<file path="src/sv/joystick_deadman_twist_shaper_defines.svh">
// Assertion macros shared by the joystick deadman twist shaper RTL.
`ifndef JOYSTICK_DEADMAN_TWIST_SHAPER_DEFINES_SVH
`define JOYSTICK_DEADMAN_TWIST_SHAPER_DEFINES_SVH

// Same-cycle implication, sampled on clk, off while rst_n is low.
`define JDTS_ASSERT_NOW(label, ante, cons, msg) \
    label: assert property (@(posedge clk) disable iff (!rst_n) (ante) |-> (cons)) \
        else $error(msg);

// Next-cycle implication, sampled on clk, off while rst_n is low.
`define JDTS_ASSERT_NEXT(label, ante, cons, msg) \
    label: assert property (@(posedge clk) disable iff (!rst_n) (ante) |=> (cons)) \
        else $error(msg);

`endif

</file>
<file path="src/sv/jdts_pkg.sv">
// Types and constants of the joystick deadman twist shaper.
package jdts_pkg;

    // Field widths
    localparam int AXIS_W      = 16;
    localparam int AXIS_FIELDS = 8;
    localparam int AXIS_CNT_W  = 4;
    localparam int BTN_W       = 16;
    localparam int BTN_CNT_W   = 5;
    localparam int DM_W        = 4;
    localparam int DZ_W        = 15;
    localparam int CODE_W      = 4;
    localparam int SEL_W       = 24;
    localparam int SCALE_W     = 16;
    localparam int SCALES_W    = 48;
    localparam int NUM_OUT     = 6;

    // Arithmetic
    localparam int MAG_W     = 15;
    localparam int QUO_W     = 15;
    localparam int PROD_W    = 31;
    localparam int FRAC_BITS = 12;
    localparam logic [MAG_W-1:0] FULL_SCALE = 15'h7FFF;

    // Configuration port
    localparam int CFG_IDX_W  = 3;
    localparam int CFG_DATA_W = 48;

    localparam logic [CFG_IDX_W-1:0] REG_DEADMAN    = 3'd0;
    localparam logic [CFG_IDX_W-1:0] REG_DEADZONE   = 3'd1;
    localparam logic [CFG_IDX_W-1:0] REG_AXIS_SEL   = 3'd2;
    localparam logic [CFG_IDX_W-1:0] REG_LIN_SCALES = 3'd3;
    localparam logic [CFG_IDX_W-1:0] REG_ANG_SCALES = 3'd4;

    // Register reset values
    localparam logic [DM_W-1:0]     RST_DEADMAN    = 4'd4;
    localparam logic [DZ_W-1:0]     RST_DEADZONE   = 15'd3277;
    localparam logic [SEL_W-1:0]    RST_AXIS_SEL   = 24'h3FF401;
    localparam logic [SCALES_W-1:0] RST_LIN_SCALES = 48'h1000_1000_1000;
    localparam logic [SCALES_W-1:0] RST_ANG_SCALES = 48'h0;

    // Command to the shared axis unit
    typedef struct packed {
        logic start;
        logic enable;
    } jdts_unit_cmd_t;

endpackage

</file>
<file path="src/sv/jdts_if.sv">
// Channel interfaces: joystick reports in, twist commands out, register writes.
interface jdts_joy_if import jdts_pkg::*; ();
    logic                     valid;
    logic                     ready;
    logic signed [AXIS_W-1:0] axis_0;
    logic signed [AXIS_W-1:0] axis_1;
    logic signed [AXIS_W-1:0] axis_2;
    logic signed [AXIS_W-1:0] axis_3;
    logic signed [AXIS_W-1:0] axis_4;
    logic signed [AXIS_W-1:0] axis_5;
    logic signed [AXIS_W-1:0] axis_6;
    logic signed [AXIS_W-1:0] axis_7;
    logic [AXIS_CNT_W-1:0]    axis_count;
    logic [BTN_W-1:0]         button_mask;
    logic [BTN_CNT_W-1:0]     button_count;

    modport source (
        output valid, axis_0, axis_1, axis_2, axis_3, axis_4, axis_5, axis_6, axis_7,
        output axis_count, button_mask, button_count,
        input  ready
    );
    modport sink (
        input  valid, axis_0, axis_1, axis_2, axis_3, axis_4, axis_5, axis_6, axis_7,
        input  axis_count, button_mask, button_count,
        output ready
    );
endinterface

interface jdts_twist_if import jdts_pkg::*; ();
    logic                     valid;
    logic                     ready;
    logic signed [AXIS_W-1:0] lin_x;
    logic signed [AXIS_W-1:0] lin_y;
    logic signed [AXIS_W-1:0] lin_z;
    logic signed [AXIS_W-1:0] ang_x;
    logic signed [AXIS_W-1:0] ang_y;
    logic signed [AXIS_W-1:0] ang_z;
    logic                     stop_marker;

    modport source (
        output valid, lin_x, lin_y, lin_z, ang_x, ang_y, ang_z, stop_marker,
        input  ready
    );
    modport sink (
        input  valid, lin_x, lin_y, lin_z, ang_x, ang_y, ang_z, stop_marker,
        output ready
    );
endinterface

interface jdts_cfg_if import jdts_pkg::*; ();
    logic                  valid;
    logic                  ready;
    logic [CFG_IDX_W-1:0]  index;
    logic [CFG_DATA_W-1:0] data;

    modport source (output valid, index, data, input ready);
    modport sink   (input valid, index, data, output ready);
endinterface

</file>
<file path="src/sv/jdts_axis_unit.sv">
// Shared axis unit: deadzone, bit-serial rescale divide, bit-serial scale multiply.
module jdts_axis_unit import jdts_pkg::*; (
    input  logic                      clk,
    input  logic                      rst_n,
    input  jdts_unit_cmd_t            cmd,
    input  logic signed [AXIS_W-1:0]  axis,
    input  logic [DZ_W-1:0]           deadzone,
    input  logic signed [SCALE_W-1:0] scale,
    output logic                      done,
    output logic signed [AXIS_W-1:0]  result
);

    typedef enum logic [2:0] {
        U_IDLE,
        U_CHK,
        U_NUM,
        U_DIV,
        U_MUL,
        U_RES
    } ustate_t;

    localparam int CNT_W = $clog2(QUO_W);
    localparam int HI_W  = PROD_W - FRAC_BITS;

    ustate_t                  state_reg;
    logic                     en_reg;
    logic                     sgn_reg;
    logic [MAG_W-1:0]         a_reg;
    logic [MAG_W-1:0]         diff_reg;
    logic [MAG_W-1:0]         den_reg;
    logic [MAG_W-1:0]         rem_reg;
    logic [MAG_W-1:0]         dvd_reg;
    logic [QUO_W-1:0]         quo_reg;
    logic [CNT_W-1:0]         cnt_reg;
    logic [PROD_W-1:0]        mcand_reg;
    logic [SCALE_W-1:0]       mplier_reg;
    logic [PROD_W-1:0]        acc_reg;
    logic                     done_reg;
    logic signed [AXIS_W-1:0] result_reg;

    logic [AXIS_W-1:0]        axis_neg;
    logic [MAG_W-1:0]         a_next;
    logic [MAG_W:0]           dz_diff;
    logic                     in_dead;
    logic [2*MAG_W-1:0]       num;
    logic [MAG_W+1:0]         trial;
    logic                     qbit;
    logic [MAG_W-1:0]         rem_next;
    logic [QUO_W-1:0]         quo_next;
    logic [SCALE_W-1:0]       scale_u;
    logic [SCALE_W-1:0]       scale_mag;
    logic [PROD_W-1:0]        acc_sum;
    logic [HI_W-1:0]          prod_hi;
    logic [MAG_W-1:0]         mag_sat;
    logic [AXIS_W-1:0]        res_val;
    logic                     done_next;

    always_comb
    begin
        // Magnitude with the most negative code folded onto full scale
        axis_neg = AXIS_W'(-axis);
        if (!axis[AXIS_W-1])
        begin
            a_next = axis[MAG_W-1:0];
        end
        else if (axis_neg[AXIS_W-1])
        begin
            a_next = FULL_SCALE;
        end
        else
        begin
            a_next = axis_neg[MAG_W-1:0];
        end

        dz_diff = {1'b0, a_reg} - {1'b0, deadzone};
        in_dead = dz_diff[MAG_W] || (dz_diff == '0);

        // (a - dz) * 32767 as a shift and subtract
        num = {diff_reg, {MAG_W{1'b0}}} - {{MAG_W{1'b0}}, diff_reg};

        // One restoring divide step
        trial    = {1'b0, rem_reg, dvd_reg[MAG_W-1]} - {2'b00, den_reg};
        qbit     = !trial[MAG_W+1];
        rem_next = qbit ? trial[MAG_W-1:0] : {rem_reg[MAG_W-2:0], dvd_reg[MAG_W-1]};
        quo_next = {quo_reg[QUO_W-2:0], qbit};

        scale_u   = scale;
        scale_mag = scale_u[SCALE_W-1] ? (~scale_u + SCALE_W'(1)) : scale_u;

        acc_sum = acc_reg + mcand_reg;

        // Drop the fraction, saturate, restore the sign
        prod_hi = acc_reg[PROD_W-1:FRAC_BITS];
        mag_sat = (prod_hi > HI_W'(FULL_SCALE)) ? FULL_SCALE : prod_hi[MAG_W-1:0];
        res_val = sgn_reg ? AXIS_W'(-{1'b0, mag_sat}) : {1'b0, mag_sat};

        // Finish on a zero output or once the product is ready
        done_next = ((state_reg == U_CHK) && (!en_reg || in_dead)) || (state_reg == U_RES);
    end

    always_ff @(posedge clk or negedge rst_n)
    begin
        if (!rst_n)
        begin
            state_reg  <= U_IDLE;
            done_reg   <= 1'b0;
            result_reg <= '0;
            en_reg     <= 1'b0;
            sgn_reg    <= 1'b0;
            a_reg      <= '0;
            diff_reg   <= '0;
            den_reg    <= '0;
            rem_reg    <= '0;
            dvd_reg    <= '0;
            quo_reg    <= '0;
            cnt_reg    <= '0;
            mcand_reg  <= '0;
            mplier_reg <= '0;
            acc_reg    <= '0;
        end
        else
        begin
            done_reg <= done_next;
            case (state_reg)
                U_IDLE:
                begin
                    if (cmd.start)
                    begin
                        a_reg     <= a_next;
                        sgn_reg   <= axis[AXIS_W-1];
                        en_reg    <= cmd.enable;
                        state_reg <= U_CHK;
                    end
                end
                U_CHK:
                begin
                    if (!en_reg || in_dead)
                    begin
                        result_reg <= '0;
                        state_reg  <= U_IDLE;
                    end
                    else
                    begin
                        diff_reg  <= dz_diff[MAG_W-1:0];
                        den_reg   <= ~deadzone;
                        state_reg <= U_NUM;
                    end
                end
                U_NUM:
                begin
                    rem_reg    <= num[2*MAG_W-1:MAG_W];
                    dvd_reg    <= num[MAG_W-1:0];
                    cnt_reg    <= '0;
                    mplier_reg <= scale_mag;
                    sgn_reg    <= sgn_reg ^ scale_u[SCALE_W-1];
                    state_reg  <= U_DIV;
                end
                U_DIV:
                begin
                    rem_reg <= rem_next;
                    dvd_reg <= {dvd_reg[MAG_W-2:0], 1'b0};
                    quo_reg <= quo_next;
                    cnt_reg <= cnt_reg + CNT_W'(1);
                    if (cnt_reg == CNT_W'(QUO_W - 1))
                    begin
                        mcand_reg <= PROD_W'(quo_next);
                        acc_reg   <= '0;
                        state_reg <= U_MUL;
                    end
                end
                U_MUL:
                begin
                    // Advance one multiplier bit; stop once no set bits remain
                    if (mplier_reg == '0)
                    begin
                        state_reg <= U_RES;
                    end
                    else
                    begin
                        if (mplier_reg[0])
                        begin
                            acc_reg <= acc_sum;
                        end
                        mcand_reg  <= {mcand_reg[PROD_W-2:0], 1'b0};
                        mplier_reg <= {1'b0, mplier_reg[SCALE_W-1:1]};
                    end
                end
                U_RES:
                begin
                    result_reg <= res_val;
                    state_reg  <= U_IDLE;
                end
                default:
                begin
                    state_reg <= U_IDLE;
                end
            endcase
        end
    end

    assign done   = done_reg;
    assign result = result_reg;

endmodule

</file>
<file path="src/sv/joystick_deadman_twist_shaper.sv">
// Top level of the joystick deadman twist shaper.
//
// Turns one joystick report into one twist command. A report transfers on joy when
// valid and ready are both high; ready is high whenever no report is being shaped.
// If the configured deadman button is not pressed (a button number at or beyond the
// report's button count counts as released), the report yields nothing, except the
// first report after a held period, which yields one all-zero item with stop_marker
// set. While the button is held, each of the six outputs takes the axis chosen by
// axis_select (codes 8-15, or at or beyond the axis count, give 0), clamps it to
// +/-32767, zeroes it inside the deadzone, rescales the rest to full scale as
// (|x|-dz)*32767/(32767-dz), restores the sign, multiplies by its signed Q4.12 scale
// with truncation toward zero and saturates to +/-32767. The six outputs are
// computed one after another by a single axis unit that holds a bit-serial restoring
// divider (15 steps) and a shift-add multiplier (one step per significant bit of the
// scale magnitude, at most 16). An output that is disabled or in the deadzone skips
// both and yields 0. The result sits in an output register, so the next report
// transfers while the last command still waits on twist. Registers are written
// through cfg, index 0 deadman button, 1 deadzone, 2 axis select, 3 linear scales,
// 4 angular scales; write them only while the block is idle.
`include "joystick_deadman_twist_shaper_defines.svh"

module joystick_deadman_twist_shaper import jdts_pkg::*; #(
    parameter int NUM_AXES    = 8,
    parameter int NUM_BUTTONS = 16
) (
    input logic           clk,
    input logic           rst_n,
    jdts_joy_if.sink      joy,
    jdts_twist_if.source  twist,
    jdts_cfg_if.sink      cfg
);

    typedef enum logic [1:0] {
        S_IDLE,
        S_START,
        S_WAIT,
        S_EMIT
    } state_t;

    localparam int AXIS_IDX_W = (NUM_AXES > 1) ? $clog2(NUM_AXES) : 1;
    localparam int K_W        = $clog2(NUM_OUT);
    localparam logic [K_W-1:0]        K_LAST     = K_W'(NUM_OUT - 1);
    localparam logic [AXIS_CNT_W-1:0] AXIS_LIMIT = AXIS_CNT_W'(NUM_AXES);
    localparam logic [BTN_CNT_W-1:0]  BTN_LIMIT  = BTN_CNT_W'(NUM_BUTTONS);

    // Configuration registers
    logic [DM_W-1:0]          deadman_reg;
    logic [DZ_W-1:0]          deadzone_reg;
    logic [SEL_W-1:0]         axis_sel_reg;
    logic [SCALES_W-1:0]      lin_scales_reg;
    logic [SCALES_W-1:0]      ang_scales_reg;

    // Sequencer and output register
    state_t                   state_reg;
    logic [K_W-1:0]           k_reg;
    logic                     was_en_reg;
    logic                     stop_reg;
    logic                     out_valid_reg;
    logic                     out_stop_reg;
    logic signed [AXIS_W-1:0] out_res_reg [NUM_OUT];

    // Captured report and results in flight
    logic signed [AXIS_W-1:0] axis_reg [NUM_AXES];
    logic [AXIS_CNT_W-1:0]    naxes_reg;
    logic signed [AXIS_W-1:0] res_reg [NUM_OUT];

    logic signed [AXIS_W-1:0] in_axes [AXIS_FIELDS];
    logic                     joy_xfer;
    logic                     held;
    logic [AXIS_CNT_W-1:0]    naxes_in;
    logic [CODE_W-1:0]        code;
    logic                     code_ok;
    logic signed [AXIS_W-1:0] axis_pick;
    logic signed [SCALE_W-1:0] scale_pick;
    logic                     out_load;

    jdts_unit_cmd_t           unit_cmd;
    logic                     unit_done;
    logic signed [AXIS_W-1:0] unit_result;

    assign in_axes[0] = joy.axis_0;
    assign in_axes[1] = joy.axis_1;
    assign in_axes[2] = joy.axis_2;
    assign in_axes[3] = joy.axis_3;
    assign in_axes[4] = joy.axis_4;
    assign in_axes[5] = joy.axis_5;
    assign in_axes[6] = joy.axis_6;
    assign in_axes[7] = joy.axis_7;

    assign joy.ready = (state_reg == S_IDLE);
    assign joy_xfer  = joy.valid && joy.ready;

    // Deadman: in range of both the report's count and the button limit, and pressed
    assign held = ({1'b0, deadman_reg} < joy.button_count)
               && ({1'b0, deadman_reg} < BTN_LIMIT)
               && joy.button_mask[deadman_reg];

    assign naxes_in = (joy.axis_count > AXIS_LIMIT) ? AXIS_LIMIT : joy.axis_count;

    // Select the axis code and scale for the output now in progress
    always_comb
    begin
        code      = axis_sel_reg[int'(k_reg) * CODE_W +: CODE_W];
        code_ok   = !code[CODE_W-1] && (code < naxes_reg);
        axis_pick = axis_reg[code[AXIS_IDX_W-1:0]];
        case (k_reg)
            3'd0:    scale_pick = lin_scales_reg[SCALE_W-1:0];
            3'd1:    scale_pick = lin_scales_reg[2*SCALE_W-1:SCALE_W];
            3'd2:    scale_pick = lin_scales_reg[3*SCALE_W-1:2*SCALE_W];
            3'd3:    scale_pick = ang_scales_reg[SCALE_W-1:0];
            3'd4:    scale_pick = ang_scales_reg[2*SCALE_W-1:SCALE_W];
            default: scale_pick = ang_scales_reg[3*SCALE_W-1:2*SCALE_W];
        endcase
    end

    assign unit_cmd.start  = (state_reg == S_START);
    assign unit_cmd.enable = code_ok;

    jdts_axis_unit u_axis (
        .clk      (clk),
        .rst_n    (rst_n),
        .cmd      (unit_cmd),
        .axis     (axis_pick),
        .deadzone (deadzone_reg),
        .scale    (scale_pick),
        .done     (unit_done),
        .result   (unit_result)
    );

    // Register writes; always ready
    assign cfg.ready = 1'b1;

    always_ff @(posedge clk or negedge rst_n)
    begin
        if (!rst_n)
        begin
            deadman_reg    <= RST_DEADMAN;
            deadzone_reg   <= RST_DEADZONE;
            axis_sel_reg   <= RST_AXIS_SEL;
            lin_scales_reg <= RST_LIN_SCALES;
            ang_scales_reg <= RST_ANG_SCALES;
        end
        else if (cfg.valid && cfg.ready)
        begin
            case (cfg.index)
                REG_DEADMAN:    deadman_reg    <= cfg.data[DM_W-1:0];
                REG_DEADZONE:   deadzone_reg   <= cfg.data[DZ_W-1:0];
                REG_AXIS_SEL:   axis_sel_reg   <= cfg.data[SEL_W-1:0];
                REG_LIN_SCALES: lin_scales_reg <= cfg.data[SCALES_W-1:0];
                REG_ANG_SCALES: ang_scales_reg <= cfg.data[SCALES_W-1:0];
                default:        ;
            endcase
        end
    end

    // Capture the report on transfer; shift each finished output into the result line
    always_ff @(posedge clk)
    begin
        if (joy_xfer)
        begin
            for (int i = 0; i < NUM_AXES; i++)
            begin
                axis_reg[i] <= in_axes[i];
            end
            naxes_reg <= naxes_in;
        end
        if (state_reg == S_WAIT && unit_done)
        begin
            for (int i = 0; i < NUM_OUT - 1; i++)
            begin
                res_reg[i] <= res_reg[i + 1];
            end
            res_reg[NUM_OUT-1] <= unit_result;
        end
    end

    // Load the output register once it is empty or being drained this cycle
    assign out_load = (state_reg == S_EMIT) && (!out_valid_reg || twist.ready);

    always_ff @(posedge clk or negedge rst_n)
    begin
        if (!rst_n)
        begin
            state_reg     <= S_IDLE;
            k_reg         <= '0;
            was_en_reg    <= 1'b0;
            stop_reg      <= 1'b0;
            out_valid_reg <= 1'b0;
            out_stop_reg  <= 1'b0;
            for (int i = 0; i < NUM_OUT; i++)
            begin
                out_res_reg[i] <= '0;
            end
        end
        else
        begin
            // Drop valid once the command transfers, unless a new one loads
            if (out_valid_reg && twist.ready && !out_load)
            begin
                out_valid_reg <= 1'b0;
            end

            case (state_reg)
                S_IDLE:
                begin
                    if (joy_xfer)
                    begin
                        if (held)
                        begin
                            // Motion enabled: walk the six outputs
                            was_en_reg <= 1'b1;
                            stop_reg   <= 1'b0;
                            k_reg      <= '0;
                            state_reg  <= S_START;
                        end
                        else if (was_en_reg)
                        begin
                            // Release after a held period: one stop item
                            was_en_reg <= 1'b0;
                            stop_reg   <= 1'b1;
                            state_reg  <= S_EMIT;
                        end
                    end
                end
                S_START:
                begin
                    state_reg <= S_WAIT;
                end
                S_WAIT:
                begin
                    if (unit_done)
                    begin
                        if (k_reg == K_LAST)
                        begin
                            state_reg <= S_EMIT;
                        end
                        else
                        begin
                            k_reg     <= k_reg + K_W'(1);
                            state_reg <= S_START;
                        end
                    end
                end
                S_EMIT:
                begin
                    if (out_load)
                    begin
                        for (int i = 0; i < NUM_OUT; i++)
                        begin
                            out_res_reg[i] <= stop_reg ? '0 : res_reg[i];
                        end
                        out_stop_reg  <= stop_reg;
                        out_valid_reg <= 1'b1;
                        state_reg     <= S_IDLE;
                    end
                end
                default:
                begin
                    state_reg <= S_IDLE;
                end
            endcase
        end
    end

    assign twist.valid       = out_valid_reg;
    assign twist.lin_x       = out_res_reg[0];
    assign twist.lin_y       = out_res_reg[1];
    assign twist.lin_z       = out_res_reg[2];
    assign twist.ang_x       = out_res_reg[3];
    assign twist.ang_y       = out_res_reg[4];
    assign twist.ang_z       = out_res_reg[5];
    assign twist.stop_marker = out_stop_reg;

    // Output index stays within the six outputs
    `JDTS_ASSERT_NOW(a_k_range, 1'b1, k_reg <= K_LAST, "output index out of range")
    // A finished output that is not the last starts the next one
    `JDTS_ASSERT_NEXT(a_k_advance,
        (state_reg == S_WAIT) && unit_done && (k_reg != K_LAST),
        state_reg == S_START, "sequencer did not advance to next output")
    // A stop item is only built after the held flag is dropped
    `JDTS_ASSERT_NOW(a_stop_clears, (state_reg == S_EMIT) && stop_reg, !was_en_reg,
        "stop item while still marked enabled")
    // A stop item carries zero motion
    `JDTS_ASSERT_NOW(a_stop_zero, twist.valid && twist.stop_marker,
        (twist.lin_x == '0) && (twist.lin_y == '0) && (twist.lin_z == '0)
        && (twist.ang_x == '0) && (twist.ang_y == '0) && (twist.ang_z == '0),
        "stop item with nonzero motion")

endmodule
</file>
<file path="src/flat_wrapper.sv">
// flat-port wrapper written by rule: the top's interface ports become plain ports
module joystick_deadman_twist_shaper_flat import jdts_pkg::*;
#(
    parameter int NUM_AXES    = 8,
    parameter int NUM_BUTTONS = 16
)
  (clk, rst_n, joy_valid, joy_axis_0, joy_axis_1, joy_axis_2, joy_axis_3, joy_axis_4, joy_axis_5, joy_axis_6, joy_axis_7, joy_axis_count, joy_button_mask, joy_button_count, joy_ready, twist_valid, twist_lin_x, twist_lin_y, twist_lin_z, twist_ang_x, twist_ang_y, twist_ang_z, twist_stop_marker, twist_ready, cfg_valid, cfg_index, cfg_data, cfg_ready);
  jdts_joy_if joy_i ();
  jdts_twist_if twist_i ();
  jdts_cfg_if cfg_i ();
  input logic clk;
  input logic rst_n;
  input wire logic [$bits(joy_i.valid)-1:0] joy_valid;
  input wire logic [$bits(joy_i.axis_0)-1:0] joy_axis_0;
  input wire logic [$bits(joy_i.axis_1)-1:0] joy_axis_1;
  input wire logic [$bits(joy_i.axis_2)-1:0] joy_axis_2;
  input wire logic [$bits(joy_i.axis_3)-1:0] joy_axis_3;
  input wire logic [$bits(joy_i.axis_4)-1:0] joy_axis_4;
  input wire logic [$bits(joy_i.axis_5)-1:0] joy_axis_5;
  input wire logic [$bits(joy_i.axis_6)-1:0] joy_axis_6;
  input wire logic [$bits(joy_i.axis_7)-1:0] joy_axis_7;
  input wire logic [$bits(joy_i.axis_count)-1:0] joy_axis_count;
  input wire logic [$bits(joy_i.button_mask)-1:0] joy_button_mask;
  input wire logic [$bits(joy_i.button_count)-1:0] joy_button_count;
  output wire logic [$bits(joy_i.ready)-1:0] joy_ready;
  output wire logic [$bits(twist_i.valid)-1:0] twist_valid;
  output wire logic [$bits(twist_i.lin_x)-1:0] twist_lin_x;
  output wire logic [$bits(twist_i.lin_y)-1:0] twist_lin_y;
  output wire logic [$bits(twist_i.lin_z)-1:0] twist_lin_z;
  output wire logic [$bits(twist_i.ang_x)-1:0] twist_ang_x;
  output wire logic [$bits(twist_i.ang_y)-1:0] twist_ang_y;
  output wire logic [$bits(twist_i.ang_z)-1:0] twist_ang_z;
  output wire logic [$bits(twist_i.stop_marker)-1:0] twist_stop_marker;
  input wire logic [$bits(twist_i.ready)-1:0] twist_ready;
  input wire logic [$bits(cfg_i.valid)-1:0] cfg_valid;
  input wire logic [$bits(cfg_i.index)-1:0] cfg_index;
  input wire logic [$bits(cfg_i.data)-1:0] cfg_data;
  output wire logic [$bits(cfg_i.ready)-1:0] cfg_ready;
  assign joy_i.valid = joy_valid;
  assign joy_i.axis_0 = joy_axis_0;
  assign joy_i.axis_1 = joy_axis_1;
  assign joy_i.axis_2 = joy_axis_2;
  assign joy_i.axis_3 = joy_axis_3;
  assign joy_i.axis_4 = joy_axis_4;
  assign joy_i.axis_5 = joy_axis_5;
  assign joy_i.axis_6 = joy_axis_6;
  assign joy_i.axis_7 = joy_axis_7;
  assign joy_i.axis_count = joy_axis_count;
  assign joy_i.button_mask = joy_button_mask;
  assign joy_i.button_count = joy_button_count;
  assign joy_ready = joy_i.ready;
  assign twist_valid = twist_i.valid;
  assign twist_lin_x = twist_i.lin_x;
  assign twist_lin_y = twist_i.lin_y;
  assign twist_lin_z = twist_i.lin_z;
  assign twist_ang_x = twist_i.ang_x;
  assign twist_ang_y = twist_i.ang_y;
  assign twist_ang_z = twist_i.ang_z;
  assign twist_stop_marker = twist_i.stop_marker;
  assign twist_i.ready = twist_ready;
  assign cfg_i.valid = cfg_valid;
  assign cfg_i.index = cfg_index;
  assign cfg_i.data = cfg_data;
  assign cfg_ready = cfg_i.ready;
  joystick_deadman_twist_shaper #(.NUM_AXES(NUM_AXES), .NUM_BUTTONS(NUM_BUTTONS)) u_core (.clk(clk), .rst_n(rst_n), .joy(joy_i), .twist(twist_i), .cfg(cfg_i));
endmodule
</file>
<file path="config.mk">
export PLATFORM = sky130hd
export DESIGN_NAME = joystick_deadman_twist_shaper_flat
export DESIGN_NICKNAME = d
export VERILOG_FILES = /design/src/sv/jdts_pkg.sv /design/src/sv/jdts_if.sv /design/src/sv/jdts_axis_unit.sv /design/src/sv/joystick_deadman_twist_shaper.sv /design/src/flat_wrapper.sv
export VERILOG_INCLUDE_DIRS = /design/src /design/src/sv
export SDC_FILE = /design/constraint.sdc
export NUM_CORES = 1
export LEC_CHECK = 0
export BUFFER_PORTS_ARGS = -buffer_cell sky130_fd_sc_hd__buf_2
export CAP_MARGIN = 20
export CORE_ASPECT_RATIO = 1.4
export CORE_MARGIN = 3
export CORE_UTILIZATION = 49
export DETAILED_ROUTE_END_ITERATION = 7
export PLACE_DENSITY = 0.68
export REMOVE_ABC_BUFFERS = 1
export SETUP_SLACK_MARGIN = 0.3
export SLEW_MARGIN = 20
export SYNTH_ARGS = -nofsm -noshare
export SYNTH_HDL_FRONTEND = slang
export SYNTH_SLANG_ARGS = --single-unit
</file>
<file path="constraint.sdc">
create_clock -name clk -period 12.6 [get_ports clk]
set_input_delay 2.52 -clock clk [delete_from_list [all_inputs] [get_ports clk]]
set_output_delay 2.52 -clock clk [all_outputs]
set_load 0.01 [all_outputs]
</file>
==> run metrics, run 1 <==
Setup WS pre-CTS=approximately 7.6 ns; CTS Sinks=665; n_diodes=0; post-cts repair resize count=0; Synth top area share=33.5%; share of cells above drive strength 1=22.0%; pwr dens=244 nW/um^2; CTS Buf Count=67; fmax=between 200 and 250 MHz; routed length on met3=around 3100 um; total of flip-flops plus latches after synthesis=665; Root Buffer=clkbuf_16; Final GP Congestion=0.859; gr ovfl total=0; Net Switching=0.00319 W; Detailed Route WL=between 70,000 and 80,000 um; Die W=218 um; fin nets=roughly 3,200; clk_lat worst skew=around 0.61 ns; vias=21,200; worst vdd ir=around 0.00014 V; Setup Viol. Count Final=0; Area Overhead vs Synth=14.6%; dpl hpwl=between 50,000 and 60,000 um; Crit Path Class=flip-flop to flip-flop; cell count after synthesis=between 2,000 and 3,000; largest buffer count on any clock path=3; port buffer count=307; CP required=13.13 ns; Synth area leaders=dfrtp_1 (34%), edfxtp_1 (22%), mux2_2 (5.5%); Ports=309; gr usage total=21.8%; Setup WS post-layout=8.09 ns; 1st-iter DRT viols=between 1,500 and 2,000; wire length on met1=about 29,000 um; Yosys cell types=82; number of flip-flops in the largest register=128; die height=just over 300 um; H-tree levels=3; ys async rst share=65.7%; DRC violations left=0; status=finished clean; most numerous cell in the Yosys netlist=dfrtp_1; Min-Delay Path Class=flip-flop to flip-flop; hold buffers post-CTS=0; first-pass GRT wire length=approximately 110,000 um; largest net degree at the start of global routing=around 180; sequential area share after synthesis=slightly below 60%; syn avg cell area=11.6 um^2; Cell Rows=108; final hold viol count=0; die area=66,100 um^2; Switching Share=36.9%; Int Power=0.00545 W; max-cap violation count=0; Post-synth top cells=dfrtp_1 (414), nand2_1 (304), o21ai_0 (259); Clock Power Share=23.3%; DRT Pass-1 Iters=8; EDFF count, synth=228; most common flop cell mapped by yosys=dfrtp_1; initial core utilization=49.7%; Worst slew margin=approximately 28%; Crit. End Element=flip-flop; Pleak=15.1 nW; Setup TNS=0 ns; hold_ws=0.444 ns; final period utilization=35.8%; Setup Fix Bufs, Post-CTS=0; RSZ-0062 raised after global routing=false; met2 WL=38,100 um; Synth area leader=dfrtp_1; clock slew at reported path FFs=approximately 0.060 ns; vias in the first global route=between 20,000 and 25,000; placed cells=3,675; Final Max Slew Viols=0; CTS tree=built; Worst setup SP type=flip-flop; post-route minimum period=4.51 ns; Max Used Layer=met5; Post-DRT Antenna Nets=0; combinational share of power=39.4%; Worst Clk Skew=between 0.02 and 0.025 ns; synthesis warning total=0; Max FO, Critical Path=46; Mapped Area=30,900 um^2; Final Non-Filler Cells=3,798; CP arrival=5.04 ns; routed vias/inst=around 5.6; core area=between 60,000 and 70,000 um^2; slew at the pin closest to its max-slew limit=1.07 ns; initial antenna violation count=1; average wire per standard cell=19.1 um; share of power burned in registers=37.2%
[metal layers]
metal / global-route usage, % / up-vias
li1: - / 10100
met4: 7.69 / 2
met2: 40.0 / 495
met5: 0 / -
met3: 3.12 / 113
met1: 26.1 / 10500
[power groups by stage]
| stage | clock network (W) | registers [W] | logic (W) |
|---|---|---|---|
| after floorplan | 0 | 0.00327 | 0.00236 |
| after detailed placement | 0 | 0.00326 | 0.00342 |
| after CTS | 0.00207 | 0.00322 | 0.00344 |
| final | 0.00202 | 0.00322 | 0.00341 |
| after global placement | 0 | 0.00323 | 0.00332 |
| after global routing | 0.00215 | 0.00328 | 0.00380 |
[stage by stage]
step,area [um^2],utilization (%),total power (W)
after CTS,35400,56.9,0.00872
after detailed placement,33200,53.4,0.00668
after global routing,35400,56.9,0.00924
after floorplan,30300,-,0.00564
after global placement,33200,53.4,0.00655
final,35400,56.9,0.00864
[worst max-delay path: stages (launching register included)]
cell       delay [ns]
dfrtp_1          0.35
buf_4            0.48
clkinv_1         0.39
a22oi_2          0.25
buf_4            0.26
inv_1            0.43
nor2_1           0.61
a22o_1           0.25
a221oi_2         0.08
nor4_4           0.34
and2_1           0.23
and3_4           0.21
a41o_2           0.36
a2bb2oi_1        0.19
[cell type report]
cell class              count  area, um^2
multi-input cells        1773       12300
clock buffers              95        1840
repair buffers            333        1770
flip-flops and latches    665       17800
well taps                 825        1030
clock inverters            28         354
inverters                  79         299
fillers                  5214       26800
[worst paths after layout]
kind                                              start                        end  slack, ns  depth (start not counted)
max in group asynchronous                         rst_n            u_core.stop_reg       8.52                          3
worst max register to register          u_core.k_reg[2]     u_core.u_axis.a_reg[1]       8.09                         13
worst min-delay path            u_core.deadzone_reg[13]  u_core.u_axis.den_reg[13]       0.44                          1
worst max-delay path                    u_core.k_reg[2]     u_core.u_axis.a_reg[1]       8.09                         13
worst min register to register  u_core.deadzone_reg[13]  u_core.u_axis.den_reg[13]       0.44                          1
min in group asynchronous                         rst_n     u_core.twist.lin_y[11]       1.92                          1
[kinds of logic (layout without fill, tap and decap cells)]
kind of cell,after synthesis,after routing,synth area share [%]
compound gates,604,604,12.2
mux,285,285,10.5
xor+xnor,86,86,2.44
simple gates,717,717,11.1
other cells,1,1,0.0121
fa+ha+maj,80,80,3.31
buf+inv,215,535,2.82
flops,665,665,57.7
[placed cells by master, fill, tap and decap left out, types with 15 or more instances in the layout]
| master | n |
|---|---|
| dfrtp_1 | 413 |
| buf_2 | 306 |
| nand2_1 | 303 |
| o21ai_0 | 258 |
| edfxtp_1 | 228 |
| mux2_2 | 152 |
| nor2_1 | 117 |
| mux2i_1 | 117 |
| a21oi_1 | 116 |
| nand2b_1 | 107 |
| ha_1 | 77 |
| inv_1 | 76 |
| clkbuf_16 | 69 |
| xnor2_1 | 44 |
| xor2_1 | 42 |
| nor3_1 | 36 |
| nand3b_1 | 26 |
| a21o_1 | 24 |
| clkbuf_1 | 24 |
| buf_4 | 24 |
| dfstp_2 | 23 |
| nand3_1 | 22 |
| nor2b_1 | 21 |
| o31ai_1 | 17 |
| a211oi_1 | 17 |
| mux4_2 | 15 |
| a31oi_1 | 15 |
No activity file was read; power rests on OpenSTA's default activity.
==> inputs of run 2 (changes only) <==
--- a/config.mk
+++ b/config.mk
@@ -12,7 +12,7 @@
 export CORE_MARGIN = 3
 export CORE_UTILIZATION = 49
 export DETAILED_ROUTE_END_ITERATION = 7
-export PLACE_DENSITY = 0.68
+export PLACE_DENSITY = 0.71
 export REMOVE_ABC_BUFFERS = 1
 export SETUP_SLACK_MARGIN = 0.3
 export SLEW_MARGIN = 20
==> constraint.sdc (replaced) <==
create_clock -name clk -period 3.65 [get_ports clk]
set_input_delay 0.73 -clock clk [delete_from_list [all_inputs] [get_ports clk]]
set_output_delay 0.73 -clock clk [all_outputs]
set_load 0.01 [all_outputs]
==> run 2 against run 1 <==
Compared with the run above: first-iteration DRC count shrank 11%; register-to-register slack worse by 7.8 ns; core utilization grew 2.4 points; combinational power grew to 4.1 times the previous value; largest cell class unchanged; worst setup slack got worse by 7.8 ns; critical path type unchanged.
==> run metrics, run 2 (same netlist as run 1, synthesis figures left out) <==
DRC violations left=0 (unchanged); final hold viol count=0 (unchanged); port buffer count=307 (unchanged); H-tree levels=3 (unchanged); fin nets=3,326 (was 3,208); CTS Sinks=665 (unchanged); largest net degree at the start of global routing=195 (was 179); RSZ-0062 raised after global routing=true (was false); core area=62,200 um^2 (unchanged); Worst Clk Skew=0.0272 ns (was 0.0214 ns); Post-DRT Antenna Nets=0 (unchanged); post-route cell area=36,900 um^2 (was 35,400 um^2); CP arrival=3.85 ns (was 5.04 ns); post-route minimum period=3.38 ns (was 4.51 ns); Final Power=0.0319 W (was 0.00864 W); largest buffer count on any clock path=3 (unchanged); Core Util, Final=59.3% (was 56.9%); vias in the first global route=22,400 (was 21,400); gr usage total=22.7% (was 21.8%); CTS tree=built (unchanged); commonest non-fill, non-tap cells in the layout=dfrtp_1 (410), buf_2 (306), nand2_1 (303) (was dfrtp_1 (413), buf_2 (306), nand2_1 (303)); critical path, cell by cell=inv_2 > ha_4 > fa_2 > nor2b_1 > o21ai_2 > buf_4 > nor2b_4 > xnor2_2 > nor3_2 > o2111ai_2 > nor4bb_4 > o2111ai_2 > buf_6 > a21bo_4 > a32o_1 (was buf_4 > clkinv_1 > a22oi_2 > buf_4 > inv_1 > nor2_1 > a22o_1 > a221oi_2 > nor4_4 > and2_1 > and3_4 > a41o_2 > a2bb2oi_1); initial antenna violation count=1 (unchanged); Worst slew margin=44.7% (was 28.2%); Min-Delay Path Class=primary input to asynchronous set/reset pin (was flip-flop to flip-flop); routed vias/inst=5.60 (was 5.59); Max FO, Critical Path=5 (was 46); CP most frequent cell=o2111ai_2 (was buf_4); number of flip-flops in the largest register=128 (unchanged); Detailed Route WL=76,300 um (was 72,500 um); max-cap violation count=0 (unchanged); die height=303 um (unchanged); commonest non-fill, non-tap cell in the layout=dfrtp_1 (unchanged); CP max stage delay=0.38 ns (was 0.61 ns); Setup Viol. Count Final=0 (unchanged); Area Overhead vs Synth=19.4% (was 14.6%); FILL cells=5,080 (was 5,214); Pleak=15.8 nW (was 15.1 nW); clk_lat worst skew=0.60 ns (was 0.61 ns); clock slew at reported path FFs=0.06 ns (about the same); Root Buffer=clkbuf_16 (unchanged); die area=66,100 um^2 (unchanged); Crit. End Element=flip-flop (unchanged); slew at the pin closest to its max-slew limit=0.808 ns (was 1.07 ns); worst vdd ir=0.000555 V (was 0.000138 V); Buf/Inv on CP=3 (was 4); multi-input logic area=12,700 um^2 (was 12,300 um^2); crit path max-delay cell type=nor4bb_4 (was nor2_1); Cell Rows=108 (unchanged); dpl hpwl=53,100 um (was 50,500 um); CP delay by family, top=compound AO/OA/AOI/OAI gates (was buffers and inverters); CP required=4.12 ns (was 13.13 ns); Final GP Congestion=0.896 (was 0.859); share of cells above drive strength 1=27.4% (was 22.0%); CTS Buf Count=66 (was 67); DRT Pass-1 Iters=8 (unchanged); vias=21,900 (was 21,200); 1st-iter DRT viols=1,330 (was 1,501); first-pass GRT wire length=119,000 um (was 115,000 um); initial core utilization=49.7% (unchanged); Worst setup SP type=flip-flop (unchanged); pwr dens=867 nW/um^2 (was 244 nW/um^2); hold buffers post-CTS=0 (unchanged); fmax=296 MHz (was 222 MHz); Crit Path Class=flip-flop to flip-flop (unchanged); gr ovfl total=0 (unchanged); final period utilization=92.7% (was 35.8%); Post-Place Cell Area=33,800 um^2 (was 33,200 um^2); FF+latch area=17,800 um^2 (about the same); average wire per standard cell=19.5 um (was 19.1 um); status=finished clean (unchanged); Die W=218 um (unchanged); Ports=309 (unchanged); Final Max Slew Viols=0 (unchanged)
==> run 2: cell count changes in the layout (fill, tap and decap cells not counted), moves of 7 or more <==
cell	previous run	this run
inv_1	76	69
buf_12	2	11
ha_1	77	69
clkbuf_1	24	12
buf_4	24	119
buf_6	0	8
==> run 2: worst paths after layout <==
check | from | endpoint | slack [ns] | cells past startpoint
min reg2reg | u_core.res_reg[4][7] | u_core.res_reg[3][7] | 0.44 | 0
min | rst_n | u_core.deadman_reg[3] | 0.22 | 1
max | u_core.u_axis.a_reg[0] | u_core.u_axis.result[14] | 0.27 | 15
max in group asynchronous | rst_n | u_core.deadzone_reg[3] | 2.51 | 2
min in group clk | joy_axis_5[0] | u_core.axis_reg[5][0] | 0.30 | 1
max reg2reg | u_core.u_axis.a_reg[0] | u_core.u_axis.result[14] | 0.27 | 15
==> run 2: power by group <==
group / switching [W] / internal (W)
logic: 0.00754 / 0.00642
registers: 0.00133 / 0.00986
clock network: 0.00284 / 0.00397
total: 0.0117 / 0.0202
==> run 2: layout make-up <==
class / instances / share of cell area [%]
diodes: 2 / 0.0136
clock buffers: 89 / 5.08
clock inverters: 28 / 0.791
inverters: 79 / 0.832
multi-input cells: 1777 / 34.5
flip-flops and latches: 665 / 48.3
well taps: 825 / 2.80
repair buffers: 448 / 7.67
==> run 2: through the flow <==
step                hold WS, ns  instances  setup WS (ns)  setup TNS [ns]
detailed placement        0.432       3744        -0.0624          -0.374
global placement          0.428       3744        -0.0366          -0.254
floorplan                 0.420       2517          -2.53         -389.50
global route              0.259       3912          0.202               0
finish                    0.222       3913          0.268               0
CTS                       0.220       3879          0.262               0
==> run 2: what timing repair did <==
action,CTS,global route
setup buffers,14,29
cloned,4,3
pin swaps,17,33
endpoints found under the setup margin,65,84
gates resized for setup,38,71
==> run 2: layer usage <==
layer / vias to the layer above / wire (um) / GRT usage, %
met4: 0 / 3740 / 11.3
met1: 10800 / 29500 / 26.5
met3: 185 / 3440 / 3.11
li1: 10300 / - / -
met2: 620 / 39600 / 41.0
met5: - / 0 / 0
==> inputs of run 3 (changes only) <==
--- a/config.mk
+++ b/config.mk
@@ -6,10 +6,10 @@
 export SDC_FILE = /design/constraint.sdc
 export NUM_CORES = 1
 export LEC_CHECK = 0
-export BUFFER_PORTS_ARGS = -buffer_cell sky130_fd_sc_hd__buf_2
+export BUFFER_PORTS_ARGS = -buffer_cell sky130_fd_sc_hd__buf_4
 export CAP_MARGIN = 20
 export CORE_ASPECT_RATIO = 1.4
-export CORE_MARGIN = 3
+export CORE_MARGIN = 2
 export CORE_UTILIZATION = 49
 export DETAILED_ROUTE_END_ITERATION = 7
 export PLACE_DENSITY = 0.71
==> run 3 against run 2 <==
Compared with the run above: largest power group unchanged; critical path depth decreased by 4; die area decreased by 1.6%; final area increased by 2.4%; critical endpoint is now u_core.u_axis.a_reg[13]; highest routed layer is now met5; cell count increased by 0.20%.
==> run metrics, run 3 (same netlist as run 1, synthesis figures left out) <==
worst vdd ir=0.000663 V (was 0.000555 V); DRT Pass-1 Iters=5 (was 8); Int Power=0.0207 W (was 0.0202 W); DRC violations left=0 (unchanged); Cell Rows=108 (unchanged); Root Buffer=clkbuf_16 (unchanged); Final GP Congestion=0.896 (about the same); Final Max Slew Viols=0 (unchanged); average wire per standard cell=19.6 um (was 19.5 um); Crit Path Class=flip-flop to flip-flop (unchanged); Post-DRT Antenna Nets=0 (unchanged); share of cells above drive strength 1=27.6% (was 27.4%); Setup Viol. Count Final=0 (unchanged); commonest non-fill, non-tap cells in the layout=buf_4 (426), dfrtp_1 (412), nand2_1 (304) (was dfrtp_1 (410), buf_2 (306), nand2_1 (303)); clock slew at reported path FFs=0.07 ns (was 0.06 ns); slew at the pin closest to its max-slew limit=0.764 ns (was 0.808 ns); n_diodes=0 (was 2); die height=301 um (was 303 um); Ports=309 (unchanged); status=finished clean (unchanged); gr ovfl total=0 (unchanged); gr usage total=23.5% (was 22.7%); fin nets=3,331 (was 3,326); port buffer count=307 (unchanged); hold buffers post-CTS=0 (unchanged); hold_ws=0.141 ns (was 0.222 ns); Setup WS pre-CTS=-0.0777 ns (was -0.0624 ns); grt met2 use=42.6% (was 41.0%); Pleak=16.1 nW (was 15.8 nW); Top Usage Layer GRT=met2 (unchanged); largest buffer count on any clock path=3 (unchanged); Area Overhead vs Synth=22.3% (was 19.4%); first-pass GRT wire length=122,000 um (was 119,000 um); Worst slew margin=49.0% (was 44.7%); Worst Clk Skew=0.0172 ns (was 0.0272 ns); dpl hpwl=53,200 um (was 53,100 um); initial antenna violation count=2 (was 1); final period utilization=92.4% (was 92.7%); Core Util, Final=60.8% (was 59.3%); core area=62,200 um^2 (unchanged); share of power burned in registers=34.2% (was 35.0%); number of flip-flops in the largest register=128 (unchanged); met3 usage in global routing=3.57% (was 3.11%); met1 usage=27.2% (was 26.5%); post-route minimum period=3.37 ns (was 3.38 ns); Final Power=0.0327 W (was 0.0319 W); CTS Buf Count=66 (unchanged); Detailed Route WL=76,800 um (was 76,300 um); combinational share of power=45.0% (was 43.7%); R2R cell count=11 (was 15); commonest non-fill, non-tap cell in the layout=buf_4 (was dfrtp_1); Clock Power Share=20.8% (was 21.3%); largest net degree at the start of global routing=90 (was 195); pwr dens=867 nW/um^2 (about the same); vias=22,000 (was 21,900); final hold viol count=0 (unchanged); CTS tree=built (unchanged); CTS Sinks=665 (unchanged); vias in the first global route=22,700 (was 22,400); fmax=296 MHz (about the same); Max FO, Critical Path=20 (was 5); CP required=4.15 ns (was 4.12 ns); Crit. End Element=flip-flop (unchanged); routed vias/inst=5.60 (about the same); initial core utilization=49.7% (unchanged); Setup WS post-layout=0.276 ns (was 0.268 ns); 1st-iter DRT viols=1,547 (was 1,330); CP arrival=3.87 ns (was 3.85 ns); H-tree levels=3 (unchanged); clk_lat worst skew=0.61 ns (was 0.60 ns); max-cap violation count=0 (unchanged); Worst setup SP type=flip-flop (unchanged); RSZ-0062 raised after global routing=true (unchanged); Net Switching=0.0120 W (was 0.0117 W); Die W=216 um (was 218 um); Switching Share=36.7% (was 36.6%); Min-Delay Path Class=primary input to asynchronous set/reset pin (unchanged); die area=65,100 um^2 (was 66,100 um^2)
[run 3: critical path: stages (launching register included)]
cell and delay [ns]:
dfrtp_2 0.42, mux4_2 0.55, a22oi_2 0.25, buf_12 0.17
inv_1 0.10, buf_12 0.18, mux2i_1 0.12, mux4_2 0.50
and2_4 0.17, and3_4 0.20, or3_1 0.35, a32o_1 0.23
[run 3: layout make-up]
cell class,count,area [um^2]
timing repair buffer,454,3710
fill,4944,24400
inverter,79,308
tap,825,1030
multi-input combinational,1776,12700
sequential,665,17800
clock inverter,21,231
clock buffer,101,1930
[run 3: power by group through the flow]
stage | sequential (W) | clock, W | combinational, W
2_1_floorplan | 0.0112 | 0 | 0.00814
3_3_place_gp | 0.0112 | 0 | 0.0125
3_5_place_dp | 0.0113 | 0 | 0.0128
4_1_cts | 0.0112 | 0.00698 | 0.0137
5_1_grt | 0.0114 | 0.00727 | 0.0161
6_report | 0.0112 | 0.00682 | 0.0147
[run 3: timing repair]
item | in CTS | in global routing
pin swaps | 17 | 28
endpoints found under the setup margin | 67 | 80
setup buffers | 16 | 38
gates resized for setup | 36 | 78
cloned | 5 | 2
[run 3: path summary, 6_finish.rpt]
kind	startpoint	endpoint	slack [ns]
setup reg to reg	u_core.k_reg[0]	u_core.u_axis.a_reg[13]	0.28
setup / recovery	u_core.k_reg[0]	u_core.u_axis.a_reg[13]	0.28
hold reg to reg	u_core.deadzone_reg[5]	u_core.u_axis.den_reg[5]	0.45
max in group asynchronous	rst_n	u_core.axis_sel_reg[19]	2.53
min in group clk	joy_axis_3[2]	u_core.axis_reg[3][2]	0.29
hold / removal	rst_n	u_core.twist.lin_x[13]	0.14
[run 3: metrics by stage]
stage / setup TNS [ns] / instances / area (um^2)
floorplan: -389.50 / 2517 / 30300
global placement: -0.189 / 3738 / 34500
detailed placement: -1.01 / 3738 / 34500
CTS: 0 / 3881 / 37100
global route: 0 / 3921 / 37800
finish: 0 / 3921 / 37800
[run 3: layer usage]
layer / up-vias / routed length (um)
met3: 183 / 3270
met5: - / 13
li1: 10300 / -
met4: 2 / 3280
met1: 10800 / 29900
met2: 600 / 40400
